--- config.mk ---
export PLATFORM = sky130hd
export DESIGN_NAME = rmq_div_pipe
export DESIGN_NICKNAME = d
export VERILOG_FILES = /design/src/design/assert_macros.svh /design/src/design/rmq_pkg.sv /design/src/design/rmq_div_pipe.sv
export SDC_FILE = /design/constraint.sdc
export NUM_CORES = 2
export LEC_CHECK = 0
export BUFFER_PORTS_ARGS = -buffer_cell sky130_fd_sc_hd__buf_2
export CORE_UTILIZATION = 41
export CTS_BUF_LIST = sky130_fd_sc_hd__clkbuf_8
export CTS_CLUSTER_SIZE = 28
export DETAILED_ROUTE_END_ITERATION = 12
export GPL_TIMING_DRIVEN = 0
export PLACE_DENSITY = 0.58
export SYNTH_ARGS = -nofsm -noshare
export SYNTH_HDL_FRONTEND = slang
export SYNTH_SLANG_ARGS = --single-unit
--- constraint.sdc ---
create_clock -name clk_i -period 4.35 [get_ports clk_i]
set_clock_uncertainty 0.2 [all_clocks]
set_input_delay 0.2175 -clock clk_i [delete_from_list [all_inputs] [get_ports clk_i]]
set_output_delay 0.2175 -clock clk_i [all_outputs]
set_load 0.05 [all_outputs]
--- src/design/assert_macros.svh ---
// Assertion helpers for the rotation matrix to quaternion block.
`ifndef ASSERT_MACROS_SVH
`define ASSERT_MACROS_SVH
`ifndef SYNTHESIS
`define RMQ_ASSERT_CLK(label, clk, rstn, prop) \
  label: assert property (@(posedge clk) disable iff (!(rstn)) (prop)) \
    else $error("assertion failed");
`define RMQ_ASSERT(label, prop) `RMQ_ASSERT_CLK(label, clk_i, rst_ni, prop)
`else
`define RMQ_ASSERT_CLK(label, clk, rstn, prop)
`define RMQ_ASSERT(label, prop)
`endif
`endif

--- src/design/rmq_pkg.sv ---
package rmq_pkg;

  localparam int unsigned FRAC_BITS_DEF = 14;
  localparam int unsigned Q_BITS        = 16;
  localparam int unsigned NUM_W         = 17;

  // component slots
  localparam logic [1:0] COMP_X = 2'd0;
  localparam logic [1:0] COMP_Y = 2'd1;
  localparam logic [1:0] COMP_Z = 2'd2;
  localparam logic [1:0] COMP_W = 2'd3;

  typedef struct packed {
    logic signed [15:0] m00;
    logic signed [15:0] m01;
    logic signed [15:0] m02;
    logic signed [15:0] m10;
    logic signed [15:0] m11;
    logic signed [15:0] m12;
    logic signed [15:0] m20;
    logic signed [15:0] m21;
    logic signed [15:0] m22;
  } rmq_in_t;

  typedef struct packed {
    logic signed [15:0] qx;
    logic signed [15:0] qy;
    logic signed [15:0] qz;
    logic signed [15:0] qw;
    logic               invalid;
  } rmq_out_t;

  // per-item control carried beside the arithmetic
  typedef struct packed {
    logic                        inv;
    logic [1:0]                  idx;
    logic [3:0]                  neg;
    logic [3:0][NUM_W-1:0]       mag;
  } rmq_side_t;

  // next axis in cyclic order
  function automatic logic [1:0] axis_next(input logic [1:0] a);
    logic [1:0] r;
    case (a)
      COMP_X:  r = COMP_Y;
      COMP_Y:  r = COMP_Z;
      default: r = COMP_X;
    endcase
    return r;
  endfunction

  // matrix element by row and column
  function automatic logic signed [15:0] elem(input rmq_in_t m, input logic [1:0] r,
                                              input logic [1:0] c);
    logic signed [15:0] e;
    case ({r, c})
      4'b0000: e = m.m00;
      4'b0001: e = m.m01;
      4'b0010: e = m.m02;
      4'b0100: e = m.m10;
      4'b0101: e = m.m11;
      4'b0110: e = m.m12;
      4'b1000: e = m.m20;
      4'b1001: e = m.m21;
      default: e = m.m22;
    endcase
    return e;
  endfunction

endpackage

--- src/design/rmq_div_pipe.sv ---
module rmq_div_pipe import rmq_pkg::*; #(
  parameter int unsigned WW = 52
) (
  input  logic              clk_i,
  input  logic              en_i,
  input  logic [WW-1:0]     n_i,
  input  logic [WW-1:0]     d_i,
  output logic [Q_BITS-1:0] q_o,
  output logic              ovf_o
);

  localparam int unsigned ST = Q_BITS + 1;

  logic [WW-1:0]     rem_q [ST];
  logic [WW-1:0]     den_q [ST];
  logic [Q_BITS-1:0] quo_q [ST];
  logic              ovf_q [ST];
  logic [WW-1:0]     rem_d [ST];
  logic [WW-1:0]     den_d [ST];
  logic [Q_BITS-1:0] quo_d [ST];
  logic              ovf_d [ST];

  // first stage flags a quotient past the result width, then one bit per stage
  always_comb begin
    logic [WW-1:0] sh;
    rem_d[0] = n_i;
    den_d[0] = d_i;
    quo_d[0] = '0;
    ovf_d[0] = (n_i >= (d_i << Q_BITS));
    for (int t = 1; t < ST; t++) begin
      sh       = den_q[t-1] << (Q_BITS - t);
      den_d[t] = den_q[t-1];
      ovf_d[t] = ovf_q[t-1];
      if (rem_q[t-1] >= sh) begin
        rem_d[t] = rem_q[t-1] - sh;
        quo_d[t] = quo_q[t-1] | (Q_BITS'(1) << (Q_BITS - t));
      end else begin
        rem_d[t] = rem_q[t-1];
        quo_d[t] = quo_q[t-1];
      end
    end
  end

  always_ff @(posedge clk_i) begin
    if (en_i) begin
      rem_q <= rem_d;
      den_q <= den_d;
      quo_q <= quo_d;
      ovf_q <= ovf_d;
    end
  end

  assign q_o   = quo_q[ST-1];
  assign ovf_o = ovf_q[ST-1];

endmodule

==> summary.txt <==
Status
  – Outcome: finished with violations
  – Failing checks: negative setup slack

STA
  – Normalized max-slew margin: 0.3076
  – Setup_tns: -10.10 ns
  – Setup violations, final: between 40 and 50
  – Worst-Margin Slew: ~1.0 ns
  – Fmax: approximately 0.22 GHz
  – Crit path time final: about 4.6 ns
  – Tcrit/Tclk final: 1.063
  – RSZ-0062 raised after global routing: yes
  – Fin. Hold Viols: 0
  – Fin. max-slew vios: 0
  – PnR worst setup slack: -0.2762 ns

Drt
  – Vias: between 70000 and 80000
  – DR iter-0 viols: approximately 3400
  – # DRC: 0
  – Vias per inst: ~5.3
  – Final wirelength: about 270000 um
  – Number of routed nets with antenna violations: 0
  – DR WL/cell: 19.78 um
  – Drt first pass iters: 6

Hold path
  – Hold WC Path Type: primary input to flip-flop

Cells and area
  – Most frequent cells in the layout: 1817 x edfxtp_1, 1012 x inv_1, 758 x a21oi_1, 726 x ha_1, 633 x nand2_1
  – Post-Layout Cell Count: around 13000
  – FILL cells: between 20000 and 25000
  – Most common cell after layout, fill and taps aside: edfxtp_1
  – Area delta synth->final: 16.28%
  – Layout Nets: about 11000
  – Layout cells sized above 1: 0.1327
  – Fin area: between 0.1 and 0.15 mm2

Logic synthesis
  – Synth area leader: edfxtp_1
  – Synth area leaders: edfxtp_1 54%, ha_1 9.2%, a21oi_1 3.9%
  – EDFF count, synth: 1817
  – Syn Inst Count: between 9000 and 10000
  – Syn Nets: 9947
  – Post-synth ARST share: 0
  – Syn avg cell area: around 11 um2
  – YS warnings: 0
  – Primary FF master, synth: edfxtp_1
  – Synth Register Bits: 1817
  – Netlist Area Pre-Place: around 0.10 mm2
  – Register area share after synthesis: 0.5351
  – Synth top area share: 0.5351
  – Unique masters post-synth: between 80 and 90

Power
  – Pwr dens: 700.0 mW/mm2
  – Total chip power: 83.00 mW
  – VDD IR-drop max: 311.4 uV
  – Lkg Pwr: slightly below 50 nW

Floorplanning
  – Rows: around 180
  – Die Ht: about 500 um
  – Initial Utilization: 0.4135
  – Core Region: 0.2466 mm2
  – Die Wd: roughly 500 um
  – DIE AREA: about 0.25 mm2
  – Io pins: 123

GRT
  – Wire length of the first global-routing pass: between 400000 and 500000 um
  – Vias in the first global route: ~74000
  – Initial antenna violation count: 3
  – GRT Total Usage: 0.2082
  – Largest net degree at the start of global routing: approximately 180
  – Grt ovf: 0

Clock tree
  – Root Driver: clkbuf_8
  – Skew-Pair Late Insertion Delay: around 1.1 ns
  – CTS clk-pin slew, worst paths: ~0.06 ns
  – CTS Buffer Depth: 4
  – CTS tree: done
  – Clock Sinks: roughly 1800
  – TritonCTS Buffers: between 300 and 400
  – H-tree depth: 5

Worst setup path
  – Crit start category: flip-flop
  – Req. time, crit path: approximately 5 ns
  – Arr. time, crit path: ~5.2 ns
  – CP endpoint kind: flip-flop
  – Setup CP Type: flip-flop to flip-flop
  – Crit path max fanout: 5

Placement
  – Post-DP Area: around 0.11 mm2
  – PortBufs: ~120
  – Placed insts: ~13000
  – Dpl hpwl: about 200000 um
  – GPL Wtd Cong: approximately 0.95

Flow run
  – Max Cap Viol: 0
## through the flow
step	setup WS [ns]	utilization	hold WS, ns
2_1_floorplan	0.04704	-	0.1164
3_3_place_gp	-25.74	0.4328	0.1934
3_5_place_dp	-2.537	0.4346	0.1956
4_1_cts	-0.3014	0.4775	0.0006979
5_1_grt	-0.3665	0.4808	0.03966
6_report	-0.2762	0.4808	0.1068
## worst max-delay path, stage by stage (launching register included)
cell	delay [ns]
edfxtp_1	0.44
ha_4	0.30
nor2b_2	0.16
o31a_1	0.35
o31ai_4	0.25
a21oi_2	0.14
a21o_1	0.22
o31a_1	0.36
a2111oi_4	0.31
buf_4	0.19
nor3_4	0.04
o311a_1	0.34
a211oi_4	0.24
buf_4	0.16
buf_12	0.15
buf_16	0.16
mux2_4	0.32
## cell usage after synthesis, types with 29 or more instances
| cell type | number |
|---|---|
| nand2b_1 | 102 |
| o21a_1 | 60 |
| o31ai_1 | 45 |
| nand4_1 | 164 |
| o21ai_0 | 598 |
| and3_1 | 72 |
| and2_1 | 30 |
| nand2_1 | 638 |
| edfxtp_1 | 1817 |
| clkbuf_1 | 261 |
| o21bai_1 | 97 |
| o211ai_1 | 29 |
| xnor2_1 | 345 |
| a21oi_1 | 786 |
| nand3_1 | 143 |
| nor2b_1 | 86 |
| nor3_1 | 94 |
| inv_1 | 919 |
| a31oi_1 | 88 |
| nor2_1 | 436 |
| xor2_1 | 235 |
| a211oi_1 | 59 |
| a21o_1 | 448 |
| mux2_2 | 284 |
| nor4_1 | 36 |
| ha_1 | 748 |
## timing repair
| item | 4_1_cts | 5_1_grt |
|---|---|---|
| hold endpoints to repair | 595 | 0 |
| gates resized for setup | 473 | 139 |
| hold buffers | 209 | 0 |
| setup endpoints to repair | 675 | 551 |
| setup buffers | 77 | 49 |
| pin swaps | 73 | 75 |
| gates cloned | 4 | 1 |
## power by group
part           internal (mW)  leakage [nW]  total, mW  switching (mW)
clock                   8.01          3.49       15.1            7.08
combinational           17.2          27.8       40.8            23.7
sequential              25.0          17.8       27.1            2.13
total                   50.1          49.1       83.0            32.9
## cell type report
type                            instances  area (um2)  area share
Antenna cell                            1       2.502  0.00002110
Buffer                                233        1445     0.01219
Clock buffer                          346        4762     0.04016
Clock inverter                        239        1315     0.01109
Inverter                              919        3461     0.02919
Multi-Input combinational cell       6058       44660      0.3767
Sequential cell                      1817       54560      0.4602
Tap cell                             3312        4144     0.03495
Timing Repair Buffer                  477        4218     0.03557
## routing by layer
| metal | track usage | routed length, um | up-vias |
|---|---|---|---|
| met5 | 0 | 0 | - |
| met1 | 0.1869 | 90810 | 33150 |
| met4 | 0.1637 | 23070 | 0 |
| met3 | 0.02952 | 8027 | 814 |
| li1 | - | - | 34990 |
| met2 | 0.4104 | 143200 | 1567 |
## final timing paths
| check | endpoint | from | cells after the start | slack, ns |
|---|---|---|---|---|
| worst max-delay path | rem_q[258] | rem_q[266] | 16 | -0.28 |
| worst min-delay path | den_d[812] | en_i | 2 | 0.11 |
| worst max register to register | rem_q[258] | rem_q[266] | 16 | -0.28 |
| worst min register to register | den_d[411] | den_d[463] | 0 | 0.17 |
## sequential cells by signal (all words and copies together), names as in the netlist
| name | cells |
|---|---|
| rem_q | 832 |
| den_d | 832 |
| ovf_o | 1 |
| quo_q | 120 |
| ovf_d | 16 |
| q_o | 16 |
## kinds of logic after synthesis
group,synth area share
XOR/XNOR,0.04982
flip-flops,0.5351
AO/OA/AOI/OAI,0.1509
buffers and inverters,0.04461
multiplexers,0.03379
adder cells (fa/ha/maj),0.09472
AND/OR/NAND/NOR,0.09114
Note: power is estimated with default switching activity, not from simulation.
