--- src/design/assert_macros.svh ---
// Assertion helpers for the rotation matrix to quaternion block.
`ifndef ASSERT_MACROS_SVH
`define ASSERT_MACROS_SVH
`ifndef SYNTHESIS
`define RMQ_ASSERT_CLK(label, clk, rstn, prop) \
  label: assert property (@(posedge clk) disable iff (!(rstn)) (prop)) \
    else $error("assertion failed");
`define RMQ_ASSERT(label, prop) `RMQ_ASSERT_CLK(label, clk_i, rst_ni, prop)
`else
`define RMQ_ASSERT_CLK(label, clk, rstn, prop)
`define RMQ_ASSERT(label, prop)
`endif
`endif

--- src/design/rmq_pkg.sv ---
package rmq_pkg;

  localparam int unsigned FRAC_BITS_DEF = 14;
  localparam int unsigned Q_BITS        = 16;
  localparam int unsigned NUM_W         = 17;

  // component slots
  localparam logic [1:0] COMP_X = 2'd0;
  localparam logic [1:0] COMP_Y = 2'd1;
  localparam logic [1:0] COMP_Z = 2'd2;
  localparam logic [1:0] COMP_W = 2'd3;

  typedef struct packed {
    logic signed [15:0] m00;
    logic signed [15:0] m01;
    logic signed [15:0] m02;
    logic signed [15:0] m10;
    logic signed [15:0] m11;
    logic signed [15:0] m12;
    logic signed [15:0] m20;
    logic signed [15:0] m21;
    logic signed [15:0] m22;
  } rmq_in_t;

  typedef struct packed {
    logic signed [15:0] qx;
    logic signed [15:0] qy;
    logic signed [15:0] qz;
    logic signed [15:0] qw;
    logic               invalid;
  } rmq_out_t;

  // per-item control carried beside the arithmetic
  typedef struct packed {
    logic                        inv;
    logic [1:0]                  idx;
    logic [3:0]                  neg;
    logic [3:0][NUM_W-1:0]       mag;
  } rmq_side_t;

  // next axis in cyclic order
  function automatic logic [1:0] axis_next(input logic [1:0] a);
    logic [1:0] r;
    case (a)
      COMP_X:  r = COMP_Y;
      COMP_Y:  r = COMP_Z;
      default: r = COMP_X;
    endcase
    return r;
  endfunction

  // matrix element by row and column
  function automatic logic signed [15:0] elem(input rmq_in_t m, input logic [1:0] r,
                                              input logic [1:0] c);
    logic signed [15:0] e;
    case ({r, c})
      4'b0000: e = m.m00;
      4'b0001: e = m.m01;
      4'b0010: e = m.m02;
      4'b0100: e = m.m10;
      4'b0101: e = m.m11;
      4'b0110: e = m.m12;
      4'b1000: e = m.m20;
      4'b1001: e = m.m21;
      default: e = m.m22;
    endcase
    return e;
  endfunction

endpackage

--- src/design/rmq_sqrt_pipe.sv ---
module rmq_sqrt_pipe import rmq_pkg::*; #(
  parameter int unsigned RW = 23
) (
  input  logic            clk_i,
  input  logic            en_i,
  input  logic [2*RW-1:0] v_i,
  output logic [RW-1:0]   root_o,
  output logic [RW+1:0]   rem_o
);

  logic [RW+1:0]   rem_q  [RW];
  logic [RW-1:0]   root_q [RW];
  logic [2*RW-1:0] v_q    [RW];
  logic [RW+1:0]   rem_d  [RW];
  logic [RW-1:0]   root_d [RW];
  logic [2*RW-1:0] v_d    [RW];

  // one root bit per stage, two radicand bits consumed
  always_comb begin
    logic [RW+3:0]   tmp;
    logic [RW+3:0]   trl;
    logic [RW+1:0]   sr;
    logic [RW-1:0]   so;
    logic [2*RW-1:0] sv;
    for (int t = 0; t < RW; t++) begin
      if (t == 0) begin
        sr = '0;
        so = '0;
        sv = v_i;
      end else begin
        sr = rem_q[t-1];
        so = root_q[t-1];
        sv = v_q[t-1];
      end
      tmp = {sr, sv[2*RW-1 -: 2]};
      trl = (RW+4)'({so, 2'b01});
      if (tmp >= trl) begin
        rem_d[t]  = (RW+2)'(tmp - trl);
        root_d[t] = {so[RW-2:0], 1'b1};
      end else begin
        rem_d[t]  = (RW+2)'(tmp);
        root_d[t] = {so[RW-2:0], 1'b0};
      end
      v_d[t] = sv << 2;
    end
  end

  always_ff @(posedge clk_i) begin
    if (en_i) begin
      rem_q  <= rem_d;
      root_q <= root_d;
      v_q    <= v_d;
    end
  end

  assign root_o = root_q[RW-1];
  assign rem_o  = rem_q[RW-1];

endmodule

--- config.mk ---
export PLATFORM = sky130hd
export DESIGN_NAME = rmq_sqrt_pipe
export DESIGN_NICKNAME = d
export VERILOG_FILES = /design/src/design/assert_macros.svh /design/src/design/rmq_pkg.sv /design/src/design/rmq_sqrt_pipe.sv
export SDC_FILE = /design/constraint.sdc
export NUM_CORES = 2
export LEC_CHECK = 0
export BUFFER_PORTS_ARGS = -buffer_cell sky130_fd_sc_hd__buf_2
export CORE_ASPECT_RATIO = 1.1
export CORE_MARGIN = 2
export CORE_UTILIZATION = 56
export CTS_CLUSTER_DIAMETER = 120
export DETAILED_ROUTE_END_ITERATION = 16
export GPL_TIMING_DRIVEN = 0
export PLACE_DENSITY = 0.69
export SYNTH_ARGS = -nofsm -noshare
export SYNTH_HDL_FRONTEND = slang
export SYNTH_SLANG_ARGS = --single-unit
--- constraint.sdc ---
create_clock -name clk_i -period 7.9 [get_ports clk_i]
set_input_delay 1.58 -clock clk_i [delete_from_list [all_inputs] [get_ports clk_i]]
set_output_delay 1.58 -clock clk_i [all_outputs]
set_load 0.02 [all_outputs]
==> metrics.yaml <==
status: "finished clean"
dr.pass1.iters: 5
hp-class: "reg -> reg"
dpl.hpwl_um: 81600
globalRouteOverflowTotal: 0
cts_tree: "yes"
worst_pin_slew_ns: 1.13
finalSetupTns_ns: 0
synth_cell_types: 92
syn_to_final_growth_pct: 11.3
routed_wl_um: 114000
fill_cells: 8331
syn_nets: 5061
pin_count: 96
die_y_um: 351
syn_area_per_cell_sq_um: 13.0
synth_edf_count: 1311
regArea_sq_um: 39400
ctsResizeCount: 0
cts_root_buffer: "clkbuf_16"
port_buffers: 95
cp-end-kind: "flip-flop"
grt_pass1_vias: 35707
grt_pass1_wl_um: 183000
period_minus_slack_ns: 4.35
drive_gt1_share_pct: 8.59
dieArea_sq_um: 112000
leakage_nw: 26.2
multi_input_area_sq_um: 19900
rsz0062_at_grt: "no"
finalCritPeriodShare_pct: 55.1
cts_buffer_depth: 3
vias_per_cell: 5.58
nets: 5302
chipWidth_um: 319
fin_skew_ns: 0.0460
n_antenna_cell: 0
ys_seq_area_share_pct: 64.3
ys_ff_latch: 1311
slew_violations: 0
track_usage_pct: 20.6
ys.warnings.count: 0
wire_per_inst_um: 17.6
clock_latency_ns: 0.77
start_util_pct: 56.3
rows: 127
postCtsHoldBufs: 0
finalPower_w: 0.0191
path_max_fanout: 10
fmax_mhz: 230
cts_buffers: 136
cts.sinks: 1311
core_sq_um: 109000
worstPathArrival_ns: 4.83
syn_inst: 4713
slew_headroom_pct: 23.4
drt_iter0_markers: 2507
syn-cell-area_sq_um: 61200
ant_nets: 0
vdd_ir_drop_max_uv: 223
grt_max_degree: 183
drc: 0
final_hold_viol_count: 0
required_ns: 8.38
setup_viol: 0
routabilityCongestion: 0.893
critPathKind: "reg -> reg"
max_cap_viol_count: 0
ys.flop_type: "edfxtp_1"
clk_pin_slew_ns: 0.07
powerDensity_nw_per_um2: 280
vias: 36153
synthArstFlopShare_pct: 0
antenna_found_initial: 3
startpoint_type: "flip-flop"
post_cts_buffers: 0
htreeDepth: 4
[report_power, final]
group          leakage (nW)  switching, W  internal [W]  total (W)
Clock                  2.13       0.00268       0.00359    0.00627
Combinational          11.5       0.00197       0.00153    0.00351
Sequential             12.6      0.000527       0.00875    0.00928
[metrics by stage]
stage | hold WS, ns | setup slack [ns] | instance area (sq um) | instances | util [%]
after global placement | 0.400 | -14.53 | 63500 | 6227 | 58.4
after floorplan | 0.400 | 4.83 | 61200 | 4713 | -
final | 0.409 | 3.55 | 68100 | 6482 | 62.7
after global routing | 0.412 | 3.23 | 68100 | 6482 | 62.7
after detailed placement | 0.405 | 3.59 | 63700 | 6235 | 58.6
after CTS | 0.406 | 3.65 | 68100 | 6482 | 62.7
[logic make-up (layout without fill, tap and decap cells)]
| logic type | Yosys count | after routing | share of synthesized area, % |
|---|---|---|---|
| AND/OR/NAND/NOR | 1213 | 1213 | 10.0 |
| XOR/XNOR | 419 | 419 | 6.00 |
| multiplexers | 57 | 57 | 1.04 |
| AO/OA/AOI/OAI | 924 | 924 | 9.28 |
| other | 1 | 1 | 0.00613 |
| buffers and inverters | 488 | 838 | 3.19 |
| flip-flops | 1311 | 1311 | 64.3 |
| adder cells (fa/ha/maj) | 300 | 300 | 6.13 |
[layer usage]
metal  wire length, um  global-route usage, %
met1             46700                   24.5
met2             58800                   37.0
met3              4280                   3.40
met4              4050                   8.81
met5                13                      0
[final timing paths]
path / startpoint / to / slack [ns] / cells past startpoint
min reg2reg: v_d[355]$_DFFE_PP_ / v_d[311]$_DFFE_PP_ / 0.41 / 0
min: v_d[355]$_DFFE_PP_ / v_d[311]$_DFFE_PP_ / 0.41 / 0
max: rem_q[89]$_DFFE_PP_ / rem_q[59]$_DFFE_PP_ / 3.55 / 11
max reg2reg: rem_q[89]$_DFFE_PP_ / rem_q[59]$_DFFE_PP_ / 3.55 / 11
[synth_stat cells (10+ instances only)]
cell | count | area [sq um]
a211oi_1 | 24 | 180
nand3b_1 | 16 | 120
xnor2_1 | 232 | 2030
o21ai_0 | 211 | 1060
xor2_1 | 187 | 1640
a21o_1 | 110 | 826
or2_2 | 20 | 125
mux2_2 | 49 | 552
a31o_2 | 11 | 96.3
o21a_1 | 45 | 338
o211ai_1 | 17 | 128
a21boi_0 | 17 | 128
nor4_1 | 58 | 363
nor3_1 | 113 | 566
nand4_1 | 42 | 263
nor2_1 | 328 | 1230
and3_1 | 33 | 206
nand3_1 | 78 | 390
or4_1 | 34 | 255
clkbuf_1 | 68 | 255
o21bai_1 | 15 | 113
inv_1 | 374 | 1400
ha_1 | 300 | 3750
nor2b_1 | 47 | 294
o31a_1 | 10 | 87.6
nand2_1 | 264 | 991
buf_4 | 26 | 195
o31ai_1 | 23 | 173
a21oi_1 | 332 | 1660
and2_1 | 14 | 87.6
nand2b_1 | 64 | 400
edfxtp_1 | 1311 | 39400
or3_1 | 42 | 263
a31oi_1 | 29 | 181
[layout make-up]
class                           count  share of cell area (%)
Tap cell                         1419                    2.61
Buffer                            112                   0.797
Clock buffer                      164                    5.21
Timing Repair Buffer              103                    1.04
Inverter                          376                    2.07
Clock inverter                     83                    1.29
Sequential cell                  1311                    57.8
Multi-Input combinational cell   2914                    29.2
[sequential cells by signal, indices dropped and copies added (netlist names)]
signal / cells
rem_o: 25
rem_q: 504
root_q: 253
v_d: 462
root_o: 23
v_q: 44
[worst max-delay path: stages, from the launching register on]
cell and delay [ns]:
edfxtp_1 0.41, ha_1 0.29, clkbuf_1 0.29, nand3_1 0.25
nor2_1 0.29, nand3_1 0.16, nor4b_1 0.73, or4_1 0.23
or3_1 0.16, clkbuf_1 0.54, buf_1 0.54, a21oi_1 0.15
[cell usage in the layout, fill, tap and decap left out, types with 10 or more instances in the layout]
| cell | n |
|---|---|
| a21o_1 | 110 |
| buf_4 | 26 |
| nand2b_1 | 64 |
| clkinv_2 | 19 |
| bufinv_16 | 10 |
| o211ai_1 | 17 |
| clkbuf_1 | 94 |
| nor4_1 | 58 |
| clkbuf_16 | 138 |
| xnor2_1 | 232 |
| a211oi_1 | 24 |
| o31a_1 | 10 |
| xor2_1 | 187 |
| or2_2 | 20 |
| nand2_1 | 264 |
| o21bai_1 | 15 |
| or4_1 | 34 |
| buf_2 | 101 |
| mux2_2 | 49 |
| inv_1 | 374 |
| nand3_1 | 78 |
| a21boi_0 | 17 |
| nand4_1 | 42 |
| o21ai_0 | 211 |
| clkinv_1 | 30 |
| nor3_1 | 113 |
| and3_1 | 33 |
| ha_1 | 300 |
| a21oi_1 | 332 |
| and2_1 | 14 |
| nor2b_1 | 47 |
| a31o_2 | 11 |
| nand3b_1 | 16 |
| or3_1 | 42 |
| nor2_1 | 328 |
| o21a_1 | 45 |
| o31ai_1 | 23 |
| a31oi_1 | 29 |
| edfxtp_1 | 1311 |
(Power assumes the default switching activity.)
